## src/rtl/core/byte_stuffed_info_framer_top_defines.svh

```systemverilog
// assertion macros shared by the framer rtl
// no dependencies
`ifndef BYTE_STUFFED_INFO_FRAMER_TOP_DEFINES_SVH
`define BYTE_STUFFED_INFO_FRAMER_TOP_DEFINES_SVH

// clocked check, masked while reset is asserted
`define BSIF_ASSERT(name, clk, rstn, prop, msg) \
  name: assert property (@(posedge clk) disable iff (!rstn) prop) else $error(msg);

// clocked check that also holds during reset
`define BSIF_ASSERT_ALWAYS(name, clk, prop, msg) \
  name: assert property (@(posedge clk) prop) else $error(msg);

`endif

```

## src/rtl/core/bsif_pkg.sv

```systemverilog
// shared types and constants of the byte stuffed information framer
// no dependencies
`default_nettype none

package bsif_pkg;

  localparam logic [7:0] TransparencyMask = 8'h20;

  localparam logic [7:0] FlagReset     = 8'h7E;
  localparam logic [7:0] EscapeReset   = 8'h7D;
  localparam logic [7:0] AddressReset  = 8'h03;
  localparam logic [7:0] CtrlZeroReset = 8'h00;
  localparam logic [7:0] CtrlOneReset  = 8'h40;

  typedef struct packed {
    logic [7:0] flag_value;
    logic [7:0] escape_value;
    logic [7:0] address_value;
    logic [7:0] control_seq_zero;
    logic [7:0] control_seq_one;
  } cfg_t;

  // one classified payload beat
  typedef struct packed {
    logic [7:0] data;
    logic       open;
    logic       seq;
    logic       last;
    logic [7:0] bcc2;
  } job_t;

endpackage

`default_nettype wire

```

## src/rtl/core/bsif_if.sv

```systemverilog
// valid/ready channel interfaces for framer input beats and line bytes
// no dependencies
`default_nettype none

interface bsif_in_if;
  logic       valid;
  logic       ready;
  logic [7:0] payload_byte;
  logic       seq_number;
  logic       last_byte;

  modport source (output valid, payload_byte, seq_number, last_byte, input ready);
  modport sink   (input valid, payload_byte, seq_number, last_byte, output ready);
endinterface

interface bsif_out_if;
  logic       valid;
  logic       ready;
  logic [7:0] line_byte;
  logic       run_last;
  logic       frame_done;

  modport source (output valid, line_byte, run_last, frame_done, input ready);
  modport sink   (input valid, line_byte, run_last, frame_done, output ready);
endinterface

`default_nettype wire

```

## src/rtl/core/byte_stuffed_info_framer_top.sv

```systemverilog
// Byte stuffed information framer. Each accepted payload beat yields its line bytes on
// the output channel, one byte per cycle unless out_ch.ready holds it back: the opening
// flag, address, control and bcc1 ahead of a frame's first beat, the (possibly escaped)
// payload byte, and bcc2 and the closing flag after a beat marked last. A beat therefore
// yields 1 to 12 line bytes; the back end's single byte output register sends them one at
// a time, while a two entry queue lets the front accept further beats meanwhile.
// Registers sit on an APB port at byte addresses 0, 4, 8, 12 and 16 and are to be
// written only while the block is idle.
`default_nettype none

module byte_stuffed_info_framer_top (
  input  wire logic        clk_i,
  input  wire logic        rst_ni,
  bsif_in_if.sink          in_ch,
  bsif_out_if.source       out_ch,
  input  wire logic        psel,
  input  wire logic        penable,
  input  wire logic        pwrite,
  input  wire logic [4:0]  paddr,
  input  wire logic [31:0] pwdata,
  output logic [31:0]      prdata,
  output logic             pready
);

  localparam logic [2:0] RegFlag  = 3'd0;
  localparam logic [2:0] RegEsc   = 3'd1;
  localparam logic [2:0] RegAddr  = 3'd2;
  localparam logic [2:0] RegCtrl0 = 3'd3;
  localparam logic [2:0] RegCtrl1 = 3'd4;

  bsif_pkg::cfg_t cfg_q, cfg_d;
  bsif_pkg::job_t push_job, head;
  logic           push, full, empty, pop, wr_en;
  logic [2:0]     reg_idx;

  assign pready  = 1'b1;
  assign reg_idx = paddr[4:2];
  assign wr_en   = psel && penable && pwrite;

  always_comb begin
    cfg_d = cfg_q;
    if (wr_en) begin
      case (reg_idx)
        RegFlag:  cfg_d.flag_value       = pwdata[7:0];
        RegEsc:   cfg_d.escape_value     = pwdata[7:0];
        RegAddr:  cfg_d.address_value    = pwdata[7:0];
        RegCtrl0: cfg_d.control_seq_zero = pwdata[7:0];
        RegCtrl1: cfg_d.control_seq_one  = pwdata[7:0];
        default:  cfg_d = cfg_q;
      endcase
    end
    case (reg_idx)
      RegFlag:  prdata = {24'h0, cfg_q.flag_value};
      RegEsc:   prdata = {24'h0, cfg_q.escape_value};
      RegAddr:  prdata = {24'h0, cfg_q.address_value};
      RegCtrl0: prdata = {24'h0, cfg_q.control_seq_zero};
      RegCtrl1: prdata = {24'h0, cfg_q.control_seq_one};
      default:  prdata = 32'h0;
    endcase
  end

  always_ff @(posedge clk_i or negedge rst_ni) begin
    if (!rst_ni) begin
      cfg_q.flag_value       <= bsif_pkg::FlagReset;
      cfg_q.escape_value     <= bsif_pkg::EscapeReset;
      cfg_q.address_value    <= bsif_pkg::AddressReset;
      cfg_q.control_seq_zero <= bsif_pkg::CtrlZeroReset;
      cfg_q.control_seq_one  <= bsif_pkg::CtrlOneReset;
    end else begin
      cfg_q <= cfg_d;
    end
  end

  bsif_front u_front (
    .clk_i      (clk_i),
    .rst_ni     (rst_ni),
    .in_ch      (in_ch),
    .q_full_i   (full),
    .push_job_o (push_job),
    .push_o     (push)
  );

  bsif_queue u_queue (
    .clk_i      (clk_i),
    .rst_ni     (rst_ni),
    .push_i     (push),
    .push_job_i (push_job),
    .full_o     (full),
    .pop_i      (pop),
    .empty_o    (empty),
    .head_o     (head)
  );

  bsif_back u_back (
    .clk_i   (clk_i),
    .rst_ni  (rst_ni),
    .cfg_i   (cfg_q),
    .empty_i (empty),
    .head_i  (head),
    .pop_o   (pop),
    .out_ch  (out_ch)
  );

endmodule

`default_nettype wire

```

## src/rtl/core/bsif_front.sv

```systemverilog
// front end: accepts payload beats, tracks frame state and running bcc2
// depends on bsif_pkg, bsif_if, byte_stuffed_info_framer_top_defines.svh
`default_nettype none
`include "byte_stuffed_info_framer_top_defines.svh"

module bsif_front (
  input  wire logic          clk_i,
  input  wire logic          rst_ni,
  bsif_in_if.sink            in_ch,
  input  wire logic          q_full_i,
  output bsif_pkg::job_t     push_job_o,
  output logic               push_o
);

  logic       in_frame_q, in_frame_d;
  logic [7:0] run_q, run_d;
  logic [7:0] chk;

  assign in_ch.ready = !q_full_i;
  assign push_o      = in_ch.valid && !q_full_i;

  always_comb begin
    chk = (in_frame_q ? run_q : 8'h00) ^ in_ch.payload_byte;
    push_job_o.data = in_ch.payload_byte;
    push_job_o.open = !in_frame_q;
    push_job_o.seq  = in_ch.seq_number;
    push_job_o.last = in_ch.last_byte;
    push_job_o.bcc2 = chk;
    in_frame_d = in_frame_q;
    run_d      = run_q;
    if (push_o) begin
      in_frame_d = !in_ch.last_byte;
      run_d      = in_ch.last_byte ? 8'h00 : chk;
    end
  end

  always_ff @(posedge clk_i or negedge rst_ni) begin
    if (!rst_ni) begin
      in_frame_q <= 1'b0;
      run_q      <= 8'h00;
    end else begin
      in_frame_q <= in_frame_d;
      run_q      <= run_d;
    end
  end

  `BSIF_ASSERT(a_frame_closes, clk_i, rst_ni, (push_o && in_ch.last_byte) |=> !in_frame_q, "frame still open after last beat")

endmodule

`default_nettype wire

```

## src/rtl/core/bsif_queue.sv

```systemverilog
// two entry queue of classified beats between front and back
// depends on bsif_pkg, byte_stuffed_info_framer_top_defines.svh
`default_nettype none
`include "byte_stuffed_info_framer_top_defines.svh"

module bsif_queue (
  input  wire logic           clk_i,
  input  wire logic           rst_ni,
  input  wire logic           push_i,
  input  wire bsif_pkg::job_t push_job_i,
  output logic                full_o,
  input  wire logic           pop_i,
  output logic                empty_o,
  output bsif_pkg::job_t      head_o
);

  bsif_pkg::job_t mem_q [2];
  logic           wr_q, rd_q;
  logic [1:0]     cnt_q;

  assign full_o  = (cnt_q == 2'd2);
  assign empty_o = (cnt_q == 2'd0);
  assign head_o  = mem_q[rd_q];

  always_ff @(posedge clk_i) begin
    if (push_i) begin
      mem_q[wr_q] <= push_job_i;
    end
  end

  always_ff @(posedge clk_i or negedge rst_ni) begin
    if (!rst_ni) begin
      wr_q  <= 1'b0;
      rd_q  <= 1'b0;
      cnt_q <= 2'd0;
    end else begin
      if (push_i) begin
        wr_q <= !wr_q;
      end
      if (pop_i) begin
        rd_q <= !rd_q;
      end
      cnt_q <= cnt_q + {1'b0, push_i} - {1'b0, pop_i};
    end
  end

  `BSIF_ASSERT(a_no_overflow, clk_i, rst_ni, (cnt_q != 2'd3) && !(push_i && full_o) && !(pop_i && empty_o), "queue over or underflow")

endmodule

`default_nettype wire

```

## src/rtl/core/bsif_back.sv

```systemverilog
// back end: walks header, payload and trailer of the head beat with byte stuffing
// depends on bsif_pkg, bsif_if, byte_stuffed_info_framer_top_defines.svh
`default_nettype none
`include "byte_stuffed_info_framer_top_defines.svh"

module bsif_back (
  input  wire logic           clk_i,
  input  wire logic           rst_ni,
  input  wire bsif_pkg::cfg_t cfg_i,
  input  wire logic           empty_i,
  input  wire bsif_pkg::job_t head_i,
  output logic                pop_o,
  bsif_out_if.source          out_ch
);

  localparam logic [2:0] StOpen  = 3'd0;
  localparam logic [2:0] StAddr  = 3'd1;
  localparam logic [2:0] StCtrl  = 3'd2;
  localparam logic [2:0] StBcc1  = 3'd3;
  localparam logic [2:0] StData  = 3'd4;
  localparam logic [2:0] StBcc2  = 3'd5;
  localparam logic [2:0] StClose = 3'd6;

  logic [2:0] step_q, step_d, cur_step, nxt_step;
  logic       started_q, started_d;
  logic       esc_q, esc_d;
  logic       ovalid_q, ovalid_d;
  logic [7:0] obyte_q, obyte_d;
  logic       olast_q, olast_d;
  logic       odone_q, odone_d;
  logic       emit, job_end, advance, stuffable, match;
  logic [7:0] ctrl, cur_byte;

  always_comb begin
    emit     = !empty_i && (!ovalid_q || out_ch.ready);
    cur_step = started_q ? step_q : (head_i.open ? StOpen : StData);
    ctrl     = head_i.seq ? cfg_i.control_seq_one : cfg_i.control_seq_zero;

    stuffable = 1'b1;
    nxt_step  = StData;
    job_end   = 1'b0;
    case (cur_step)
      StOpen: begin
        cur_byte  = cfg_i.flag_value;
        stuffable = 1'b0;
        nxt_step  = StAddr;
      end
      StAddr: begin
        cur_byte = cfg_i.address_value;
        nxt_step = StCtrl;
      end
      StCtrl: begin
        cur_byte = ctrl;
        nxt_step = StBcc1;
      end
      StBcc1: begin
        cur_byte = cfg_i.address_value ^ ctrl;
        nxt_step = StData;
      end
      StData: begin
        cur_byte = head_i.data;
        nxt_step = StBcc2;
        job_end  = !head_i.last;
      end
      StBcc2: begin
        cur_byte = head_i.bcc2;
        nxt_step = StClose;
      end
      StClose: begin
        cur_byte  = cfg_i.flag_value;
        stuffable = 1'b0;
        job_end   = 1'b1;
      end
      default: begin
        cur_byte  = cfg_i.flag_value;
        stuffable = 1'b0;
        job_end   = 1'b1;
      end
    endcase

    match = stuffable &&
            (cur_byte == cfg_i.flag_value || cur_byte == cfg_i.escape_value);

    if (esc_q) begin
      obyte_d = cur_byte ^ bsif_pkg::TransparencyMask;
      advance = 1'b1;
    end else if (match) begin
      obyte_d = cfg_i.escape_value;
      advance = 1'b0;
    end else begin
      obyte_d = cur_byte;
      advance = 1'b1;
    end

    olast_d = advance && job_end;
    odone_d = cur_step == StClose;
    pop_o   = emit && advance && job_end;

    step_d    = step_q;
    started_d = started_q;
    esc_d     = esc_q;
    if (emit) begin
      if (pop_o) begin
        started_d = 1'b0;
        esc_d     = 1'b0;
      end else begin
        started_d = 1'b1;
        esc_d     = !advance;
        step_d    = advance ? nxt_step : cur_step;
      end
    end

    if (emit) begin
      ovalid_d = 1'b1;
    end else if (out_ch.ready) begin
      ovalid_d = 1'b0;
    end else begin
      ovalid_d = ovalid_q;
    end
  end

  always_ff @(posedge clk_i or negedge rst_ni) begin
    if (!rst_ni) begin
      step_q    <= StOpen;
      started_q <= 1'b0;
      esc_q     <= 1'b0;
      ovalid_q  <= 1'b0;
    end else begin
      step_q    <= step_d;
      started_q <= started_d;
      esc_q     <= esc_d;
      ovalid_q  <= ovalid_d;
    end
  end

  always_ff @(posedge clk_i) begin
    if (emit) begin
      obyte_q <= obyte_d;
      olast_q <= olast_d;
      odone_q <= odone_d;
    end
  end

  assign out_ch.valid      = ovalid_q;
  assign out_ch.line_byte  = obyte_q;
  assign out_ch.run_last   = olast_q;
  assign out_ch.frame_done = odone_q;

  `BSIF_ASSERT(a_done_is_last, clk_i, rst_ni, (ovalid_q && odone_q) |-> olast_q, "closing flag not marked last")
  `BSIF_ASSERT_ALWAYS(a_esc_in_job, clk_i, esc_q |-> started_q, "escape pending outside a beat")

endmodule

`default_nettype wire

```

## src/flat_wrapper.sv

```systemverilog
// flat-port wrapper written by rule: the top's interface ports become plain ports
module byte_stuffed_info_framer_top_flat 
  (clk_i, rst_ni, psel, penable, pwrite, paddr, pwdata, prdata, pready, in_ch_valid, in_ch_payload_byte, in_ch_seq_number, in_ch_last_byte, in_ch_ready, out_ch_valid, out_ch_line_byte, out_ch_run_last, out_ch_frame_done, out_ch_ready);
  bsif_in_if in_ch_i ();
  bsif_out_if out_ch_i ();
  input  wire logic clk_i;
  input  wire logic rst_ni;
  input  wire logic psel;
  input  wire logic penable;
  input  wire logic pwrite;
  input  wire logic [4:0] paddr;
  input  wire logic [31:0] pwdata;
  output logic [31:0] prdata;
  output logic pready;
  input wire logic [$bits(in_ch_i.valid)-1:0] in_ch_valid;
  input wire logic [$bits(in_ch_i.payload_byte)-1:0] in_ch_payload_byte;
  input wire logic [$bits(in_ch_i.seq_number)-1:0] in_ch_seq_number;
  input wire logic [$bits(in_ch_i.last_byte)-1:0] in_ch_last_byte;
  output wire logic [$bits(in_ch_i.ready)-1:0] in_ch_ready;
  output wire logic [$bits(out_ch_i.valid)-1:0] out_ch_valid;
  output wire logic [$bits(out_ch_i.line_byte)-1:0] out_ch_line_byte;
  output wire logic [$bits(out_ch_i.run_last)-1:0] out_ch_run_last;
  output wire logic [$bits(out_ch_i.frame_done)-1:0] out_ch_frame_done;
  input wire logic [$bits(out_ch_i.ready)-1:0] out_ch_ready;
  assign in_ch_i.valid = in_ch_valid;
  assign in_ch_i.payload_byte = in_ch_payload_byte;
  assign in_ch_i.seq_number = in_ch_seq_number;
  assign in_ch_i.last_byte = in_ch_last_byte;
  assign in_ch_ready = in_ch_i.ready;
  assign out_ch_valid = out_ch_i.valid;
  assign out_ch_line_byte = out_ch_i.line_byte;
  assign out_ch_run_last = out_ch_i.run_last;
  assign out_ch_frame_done = out_ch_i.frame_done;
  assign out_ch_i.ready = out_ch_ready;
  byte_stuffed_info_framer_top u_core (.clk_i(clk_i), .rst_ni(rst_ni), .in_ch(in_ch_i), .out_ch(out_ch_i), .psel(psel), .penable(penable), .pwrite(pwrite), .paddr(paddr), .pwdata(pwdata), .prdata(prdata), .pready(pready));
endmodule
```

## config.mk

```make
export PLATFORM = sky130hd
export DESIGN_NAME = byte_stuffed_info_framer_top_flat
export DESIGN_NICKNAME = d
export VERILOG_FILES = /design/src/rtl/core/bsif_pkg.sv /design/src/rtl/core/bsif_if.sv /design/src/rtl/core/byte_stuffed_info_framer_top.sv /design/src/rtl/core/bsif_front.sv /design/src/rtl/core/bsif_queue.sv /design/src/rtl/core/bsif_back.sv /design/src/flat_wrapper.sv
export VERILOG_INCLUDE_DIRS = /design/src /design/src/rtl/core
export SDC_FILE = /design/constraint.sdc
export NUM_CORES = 1
export LEC_CHECK = 0
export BUFFER_PORTS_ARGS = -buffer_cell sky130_fd_sc_hd__buf_2
export CAP_MARGIN = 20
export CELL_PAD_IN_SITES_DETAIL_PLACEMENT = 1
export CELL_PAD_IN_SITES_GLOBAL_PLACEMENT = 1
export CORE_MARGIN = 1
export CORE_UTILIZATION = 40
export CTS_BUF_LIST = sky130_fd_sc_hd__clkbuf_2
export DETAILED_ROUTE_END_ITERATION = 7
export PLACE_DENSITY = 0.8
export SLEW_MARGIN = 20
export SYNTH_ARGS = -nofsm -noshare
export SYNTH_HDL_FRONTEND = slang
export SYNTH_SLANG_ARGS = --single-unit
```

## constraint.sdc

```tcl
create_clock -name clk_i -period 3.7 [get_ports clk_i]
set_input_delay 0.185 -clock clk_i [delete_from_list [all_inputs] [get_ports clk_i]]
set_output_delay 0.185 -clock clk_i [all_outputs]
set_load 0.02 [all_outputs]
```

## Word level (Yosys, flattened, before mapping)

Memory sizes are Yosys's and may differ from the RTL's.
Cells that the tools add are included.
W data, S select, Z words.

- Flip-flop bits (word level): 69
- RAM bits: 38
- Input port bits: 54
- Output and inout port bits: 45
- Word-level logic and storage cells: 89
- Memories kept: 1

Memory list:

| name | depth | width | read ports | clocked after memory_dff | write ports | line | RTL |
|---|---|---|---|---|---|---|---|
| u_core.u_queue.mem_q | 2 | 19 | 1 | 0 | 1 | bsif_queue.sv:17 | `bsif_pkg::job_t mem_q [2];` |

- Add/subtract/negate cells: 2
- Eq/ne operators: 13
- Muxes and demuxes: 21
- Bitwise operators: 4
- Reductions and logical operators: 31

Operators with widths:

| kind | count |
|---|---|
| $pmux W8 S5 | 2 |
| $mux W8 | 5 |
| $eq A8 B8 Y1 | 2 |
| $xor A8 B8 Y8 | 2 |
| $pmux W3 S5 | 1 |
| $eq A3 B2 Y1 const B | 4 |
| $eq A3 B3 Y1 const B | 4 |
| $reduce_and A2 Y1 | 6 |
| $reduce_or A5 Y1 | 2 |
| $logic_not A1 Y1 | 9 |
| $mux W1 | 9 |
| $mux W3 | 3 |
| $logic_and A1 B1 Y1 | 8 |
| $eq A3 B1 Y1 const B | 2 |
| $logic_not A3 Y1 | 2 |
| $add A2 B1 Y2 | 1 |
| $eq A2 B2 Y1 const B | 1 |
| $logic_not A2 Y1 | 1 |
| $logic_or A1 B1 Y1 | 2 |
| $not A1 Y1 | 2 |
| $pmux W1 S2 | 1 |
| $reduce_bool A2 Y1 | 1 |
| $sub A2 B1 Y2 | 1 |

## Logic depth before layout (Yosys ltp)

Gate-level depths: netlist (run 1).
An unclocked memory read counts as a cell.

- Depth in word-level cells: 14
- Gate-level depth with buffers: 15
- Gate-level depth less buffers: 13

## Cells and area by module

Synthesis (run 1) repeated with hierarchy kept, for this count alone.

- Cell total of the unflattened synthesis: 532
- Area total of the unflattened synthesis: 6297.3 um2

By module, submodules not included:

| module | times used | cells an instance | area an instance (um2) | sequential area each (um2) |
|---|---|---|---|---|
| byte_stuffed_info_framer_top | 1 | 160 | 2125.8 | 1019.7 |
| bsif_back | 1 | 216 | 1771.7 | 450.4 |
| bsif_queue | 1 | 74 | 1645.3 | 1241.2 |
| bsif_front | 1 | 82 | 754.5 | 225.2 |

## Least setup slack after synthesis (run 1)

Ideal clock, no wire load.

- Path kind: reg-to-reg
- Start point: register u_core.u_queue.rd_q
- End point: register u_core.u_queue.cnt_q[1]
- Library setup time: 123 ps
- Arrival: 3214 ps
- Required time: 3577 ps
- Setup slack: 363 ps
- Stages on the path, launching flop included: 15
- Path buffers: 1
- Clock period less this slack: 3337 ps
- Cell sequence: dfrtp_1 -> mux2i_1 -> buf_6 -> mux2i_1 -> mux2i_1 -> o41ai_1 -> or3b_1 -> or4_1 -> o22ai_2 -> nand2_2 -> and3_1 -> xnor2_1 -> ha_1 -> xor2_1 -> xnor2_1

- Cells in the longest elaborated chain, start to end: 13
- Elaborated cells between the ends (all ways): 26
- Classes of those cells: add/sub (1); eq/ne (7); mux (8); bitwise (1); reduce/logical (8); memory (1)

Ends and longest elaborated chain:

| what | line | RTL |
|---|---|---|
| from (decl) | bsif_queue.sv:18 | `logic wr_q, rd_q;` |
| from (signal assigned) | bsif_queue.sv:41 | `rd_q <= !rd_q;` |
| $mem_v2 Z2 W19 * | n/a |  |
| $mux W3 (2 in series) | bsif_back.sv:36 | `cur_step = started_q ? step_q : (head_i.open ? StOpen : StData);` |
| $eq A3 B3 Y1 (tied with other cells) | bsif_back.sv:42 | `case (cur_step)` |
| $pmux W8 S5 | bsif_back.sv:42 |  |
| $eq A8 B8 Y1 | bsif_back.sv:82 | `(cur_byte == cfg_i.flag_value \|\| cur_byte == cfg_i.escape_value);` |
| $logic_or A1 B1 Y1 | bsif_back.sv:82 |  |
| $logic_and A1 B1 Y1 | bsif_back.sv:81 | `match = stuffable &&` |
| $mux W1 | bsif_back.sv:87 | `end else if (match) begin` |
| $mux W1 | bsif_back.sv:84 | `if (esc_q) begin` |
| $logic_and A1 B1 Y1 | bsif_back.sv:97 | `pop_o = emit && advance && job_end;` |
| $logic_and A1 B1 Y1 * | bsif_back.sv:97 |  |
| $sub A2 B1 Y2 * | bsif_queue.sv:43 | `cnt_q <= cnt_q + {1'b0, push_i} - {1'b0, pop_i};` |
| to (signal assigned) | bsif_queue.sv:43 |  |
| to (decl) | bsif_queue.sv:19 | `logic [1:0] cnt_q;` |

Every way passes the cells marked *; elsewhere a longest branch is shown, timed or not.
A chain may end at the register's enable or synchronous reset.

## Worst setup path after layout (run 1)

Ends and elaborated chain as after synthesis.

==> flow_metrics.tcl, run 1 <==
set metrics [dict create \
    wl_per_cell_um 19.7 \
    die_y_um 123 \
    layout-drive-gt1-share 0.300 \
    cp.required_ns 4.29 \
    ys_top_cells_by_area "edfxtp_1, dfrtp_1, mux2i_1, dfstp_2, mux2_2" \
    grt_pass1_vias 4591 \
    p_leak_uw 0.00279 \
    busiest_layer "met2" \
    use_met2 0.364 \
    design_power_total_uw 5390 \
    clkTransAtPathRegs_ns 0.31 \
    p_per_area_nw_per_um2 791 \
    drtPass1Iterations 4 \
    cts_buffers 9 \
    hold_path.class "input pin to asynchronous set/reset pin" \
    fin_crit_ns 3.61 \
    crit_path_end_kind "flip-flop" \
    maxSlewHeadroom 0.275 \
    cts_max_level 3 \
    dp_slack_ns -0.0206 \
    synth_cells 519 \
    use_met1 0.268 \
    dp_hpwl_um 11000 \
    fp.dieW_um 123 \
    setup_violations 0 \
    grt.overflow.total 0 \
    io_buffers 47 \
    internal_power_uw 3080 \
    final_nets 656 \
    start_util 0.415 \
    swShare 0.428 \
    clockRootBuffer "clkbuf_2" \
    hold_viol_final 0 \
    grt_setup_unrepaired "yes" \
    skew_ns 0.0294 \
    placedCellCount 742 \
    drc 0 \
    grt_use_met3 0.0378 \
    final.period_utilization 0.976 \
    gp_congestion 0.904 \
    die_area_um2 15100 \
    antenna_cells 0 \
    synth_edf_count 48 \
    final_util 0.483 \
    vias_per_cell 5.57 \
    ios 99 \
    yosysUniqueCellTypes 70 \
    crit_fanout 7 \
    rows 43 \
    cts_buffer_depth 2 \
    finalSetupTns_ns 0 \
    grt_pass1_wl_um 24100 \
    drtIter0Drc 266 \
    peakVddDrop_v 0.000244 \
    yosys_warnings 0 \
    avgSynthCellArea_um2 11.3 \
    wl_um 15500 \
    worst_setup_path_start_kind "flip-flop" \
    status "finished, final reports clean" \
    synth-async-reset-ratio 0.551 \
    cts_sinks 107 \
    gr-usage-all-layers 0.212 \
    cts_tree "yes" \
    arrival_ns 4.20 \
    antenna_found_initial 0 \
    p_sw_uw 2310 \
    core_region_area_um2 14100 \
    worst_slew_pin_slew_ns 1.08 \
    grt_max_degree 35 \
    vias 4376 \
    ys_seq_area_frac 0.502 \
    timing.fmax_ghz 0.277 \
    crit_type "flip-flop to flip-flop" \
    synth_area_um2 5850 \
    synth_top_area_frac 0.246 \
    ys_ff_latch 107 \
    fin_cells 786 \
    p_seq_frac 0.367 \
    combPwrFrac 0.535 \
    max-cap-violations 0 \
    worst_slack_ns 0.0889 \
    drv_slew 0 \
    ant_nets 0 \
    area_growth_pct 16.4 \
    ys.flop_type "edfxtp_1" \
    p_clk_frac 0.098 \
    synth_area_leader_cell "edfxtp_1" \
    clk_latency_ns 0.64 \
]
## worst max-delay path, stage by stage (launching register included)
cell and delay (ns):
dfrtp_1 0.50, mux2i_1 0.24, buf_6 0.20, mux2i_4 0.31, mux2i_2 0.29, o41ai_1 0.09
or3b_1 0.36, or4_4 0.50, o22ai_4 0.19, nand2_2 0.08, and3_4 0.19, xnor2_2 0.13
ha_2 0.21, xor2_2 0.15, xnor2_1 0.12
## power groups by stage
stage	Sequential [µW]	Clock [µW]	Combinational [µW]
3_5_place_dp	1980	0	2570
4_1_cts	1960	543	2610
6_report	1980	528	2880
2_1_floorplan	1940	0	1800
5_1_grt	2020	590	3120
3_3_place_gp	1950	0	2490
## logic make-up after synthesis
| kind of cell | Yosys count | share of synthesized area |
|---|---|---|
| multiplexers | 89 | 0.166 |
| other | 2 | 0.00128 |
| adder cells (fa/ha/maj) | 1 | 0.00214 |
| XOR/XNOR | 17 | 0.0254 |
| AO/OA/AOI/OAI | 105 | 0.126 |
| buffers and inverters | 65 | 0.0637 |
| AND/OR/NAND/NOR | 133 | 0.114 |
| flip-flops | 107 | 0.502 |
## per-layer routing
metal / part of all wire / wire, µm
met1: 0.43 / 6640
met2: 0.51 / 7830
met3: 0.046 / 713
met4: 0.019 / 298
met5: 0 / 0
## per-stage QoR
| stage | cell area, µm² | hold slack, ns |
|---|---|---|
| final | 6810 | 0.0575 |
| after global routing | 6810 | 0.0282 |
| after CTS | 6570 | 0.0417 |
| after detailed placement | 6260 | 0.256 |
| after global placement | 6260 | 0.244 |
| after floorplan | 5940 | -0.111 |
## Yosys cell counts (all sizes together), types with 3 or more instances
master and number:
a211o 6, a21oi 26, a22o 9, and2 4, and3 3, buf 40, clkbuf 12, dfrtp 44
dfstp 15, edfxtp 48, inv 13, mux2 38, mux2i 51, nand2 41, nand2b 8, nand3 5
nand3b 6, nand4 4, nand4b 4, nor2 37, nor3 8, nor4 4, o211ai 3, o21ai 17
o221ai 3, o22ai 14, xnor2 15
## worst paths after layout
check	start	endpoint	slack, ns	cells after the start
max reg2reg	u_core.u_queue.rd_q	u_core.u_queue.cnt_q[1]	0.09	14
min in group clk_i	penable	u_core.cfg_q[18]	0.23	7
min reg2reg	u_core.u_queue.wr_q	u_core.u_queue.wr_q	0.52	1
max in group asynchronous	rst_ni	u_core.cfg_q[29]	2.67	3
max	u_core.u_queue.rd_q	u_core.u_queue.cnt_q[1]	0.09	14
min	rst_ni	u_core.cfg_q[14]	0.06	2
## cell usage in the layout, fill, tap and decap left out, drive strengths merged, types with 3 or more instances in the layout
master       count
a211o            6
a21oi           26
a22o             9
and2             4
and3             3
buf             80
clkbuf           9
clkinv           3
conb            25
dfrtp           44
dfstp           15
dlygate4sd3     20
edfxtp          48
inv             15
mux2            38
mux2i           51
nand2           41
nand2b           8
nand3            5
nand3b           6
nand4            4
nand4b           4
nor2            37
nor3             8
nor4             4
o211ai           3
o21ai           17
o221ai           3
o22ai           14
xnor2           15
## state kept, by name, summed over array words and instances, names as in the netlist, 2 cells and up
name	flops
u_core.u_back.step_q	3
u_core.u_queue.mem_q	38
u_core.cfg_q	40
u_core.u_back.out_ch.line_byte	8
u_core.u_queue.cnt_q	2
u_core.u_front.run_q	8
## layout make-up
class	instances	area, µm²
clock buffers	9	45.0
flip-flops and latches	107	2940
clock inverters	7	61.3
well taps	180	225
multi-input cells	370	2790
repair buffers	100	706
fillers	1550	7280
inverters	13	48.8
## timing repair
action,in CTS,in global routing
gates resized for setup,1,35
pin swaps,0,4
setup buffers,0,8
endpoints found under the hold margin,111,0
hold buffers,20,0
endpoints found under the setup margin,1,3
Note: power is estimated with default switching activity, not from simulation.
==> inputs of run 2 (changes only) <==
Settings changed: ABC_CLOCK_PERIOD_IN_PS set to 3700, CORE_UTILIZATION 40 to 46, GPL_TIMING_DRIVEN set to 0, PLACE_DENSITY 0.8 to 0.89.
==> run 2 against run 1 <==
Against the previous run:
- the flow now finishes with violations (negative setup slack)
- final cell count is 3.2% higher
- combinational power is 9.7% higher
- largest power group unchanged
- sequential share of layout area is 1.5 points lower
- critical endpoint unchanged
==> flow_metrics.tcl, run 2 (synthesis gave the netlist of run 1 again) <==
set metrics [dict create \
    reg.largest.list "u_core.cfg_q (40), u_core.u_queue.mem_q (38)" \
    gp_congestion 0.843 \
    layout-drive-gt1-share 0.316 \
    grt_pass1_vias 4954 \
    place_area_um2 6400 \
    arrival_ns 4.39 \
    top_register "u_core.cfg_q" \
    gr-usage-all-layers 0.280 \
    setup_violations 1 \
    timing.fmax_ghz 0.262 \
    skew_ns 0.0291 \
    cts_tree "yes" \
    p_leak_uw 0.00296 \
    grt.overflow.total 0 \
    crit_type "flip-flop to flip-flop" \
    die_area_um2 13200 \
    drtIter0Drc 345 \
    layout_commonest_cell "buf_2" \
    die_y_um 115 \
    clockRootBuffer "clkbuf_2" \
    wl_per_cell_um 22.5 \
    antenna_found_initial 1 \
    final.period_utilization 1.03 \
    crit_slowest_cell "nor4bb_1" \
    worst_slew_pin_slew_ns 1.04 \
    area_growth_pct 20.7 \
    crit_chain "buf_2 > nor4bb_1 > a21oi_4 > o21a_1 > nand4_1 > or3b_1 > or4_4 > o22ai_4 > nand2_2 > and3_4 > xnor2_2 > ha_2 > xor2_2 > xnor2_1" \
    start_util 0.479 \
    worst_setup_path_start_kind "flip-flop" \
    violations "negative setup slack" \
    vias 4880 \
    final_nets 692 \
    fin_crit_ns 3.82 \
    cts_max_level 3 \
    final_util 0.579 \
    ant_nets 0 \
    grt_max_degree 60 \
    peakVddDrop_v 0.000268 \
    hold_path.class "input pin to flip-flop" \
    cts_sinks 107 \
    dp_hpwl_um 11600 \
    crit_path_end_kind "flip-flop" \
    vias_per_cell 6.02 \
    worst_slack_ns -0.118 \
    clk_latency_ns 0.63 \
    drtPass1Iterations 5 \
    core_region_area_um2 12200 \
    grt_setup_unrepaired "yes" \
    fin_cells 811 \
    drc 0 \
    cts_buffer_depth 2 \
    placedCellCount 757 \
    largest_register_ffs 40 \
    max-cap-violations 0 \
    dp_slack_ns -0.237 \
    cts_buffers 9 \
    grt_pass1_wl_um 27500 \
    nFillCells 1326 \
    crit_fanout 10 \
    p_per_area_nw_per_um2 819 \
    critPathMaxStageDelay_ns 0.61 \
    hold_viol_final 0 \
    layout_common_cells "buf_2, edfxtp_1, buf_4, dfrtp_1" \
    fp.dieW_um 115 \
    status "finished, violations left" \
    cp.required_ns 4.27 \
    maxSlewHeadroom 0.307 \
    rows 40 \
    drv_slew 0 \
    finalSetupTns_ns -0.118 \
    io_buffers 46 \
    design_area_um2 7070 \
    ios 99 \
    wl_um 18300 \
    clkTransAtPathRegs_ns 0.31 \
]
==> run 2: cell types whose count changed in the layout (fill, tap and decap cells not counted), moves of 3 or more <==
cell      before  now
buf_1          0    3
buf_2         47   52
buf_4         28   43
clkbuf_1       0   12
==> run 2: final timing paths <==
kind                                             from  slack (ns)  depth (start not counted)                          to
max                           u_core.u_back.step_q[0]       -0.12                         14     u_core.u_queue.cnt_q[1]
min                                       in_ch_valid        0.04                          4     u_core.u_queue.cnt_q[1]
max reg2reg                   u_core.u_back.step_q[0]       -0.12                         14     u_core.u_queue.cnt_q[1]
min reg2reg                u_core.u_back.out_ch.valid        0.55                          2  u_core.u_back.out_ch.valid
max in group asynchronous                      rst_ni        3.03                          2            u_core.cfg_q[19]
min in group asynchronous                      rst_ni        0.12                          2     u_core.u_front.run_q[1]
==> run 2: repair_timing <==
action / in CTS / in global routing
setup endpoints to repair: 2 / 2
buffers inserted: 10 / 7
pin swaps: 2 / 5
hold buffers: 20 / 0
cloned: 0 / 0
endpoints found under the hold margin: 130 / 0
gates resized for setup: 23 / 9
==> run 2: final cells by class <==
| cell class | instances | area (µm²) | area share |
|---|---|---|---|
| diodes | 1 | 2.50 | 0.000354 |
| plain buffers | 52 | 332 | 0.0469 |
| clock buffers | 9 | 45.0 | 0.00638 |
| clock inverters | 7 | 108 | 0.0152 |
| inverters | 13 | 48.8 | 0.00691 |
| multi-input cells | 370 | 2780 | 0.394 |
| flip-flops and latches | 107 | 2940 | 0.416 |
| well taps | 168 | 210 | 0.0298 |
| repair buffers | 84 | 601 | 0.0850 |
==> run 2: power by group <==
group | internal, µW | switching [µW] | leakage [µW]
logic | 1290 | 1870 | 0.00172
registers | 1690 | 250 | 0.00115
clock network | 238 | 449 | 0.0000866
total | 3220 | 2570 | 0.00296
==> run 2: layer usage <==
metal	vias to the layer above	track usage	wire length (µm)
met5	-	0	0
met4	0	0.141	905
met3	84	0.0438	1110
met2	252	0.474	9120
met1	2440	0.349	7150
li1	2104	-	-
==> run 2: through the flow <==
stage               hold slack [ns]  total power (µW)
floorplan                    -0.111              3740
global placement              0.380              4320
finish                       0.0431              5790
CTS                          0.0594              5430
global route                 0.0325              6010
detailed placement            0.327              4500
==> run 2: worst max-delay path: cells and delay by family, from the launching register on <==
family,cells,cell delay [ns]
AOI/OAI and AO/OA,3,0.65
buffers and inverters,1,0.18
and+or+nand+nor,6,1.89
adders and majority gates,1,0.21
DFF,1,0.43
xor gates and xnor gates,3,0.39
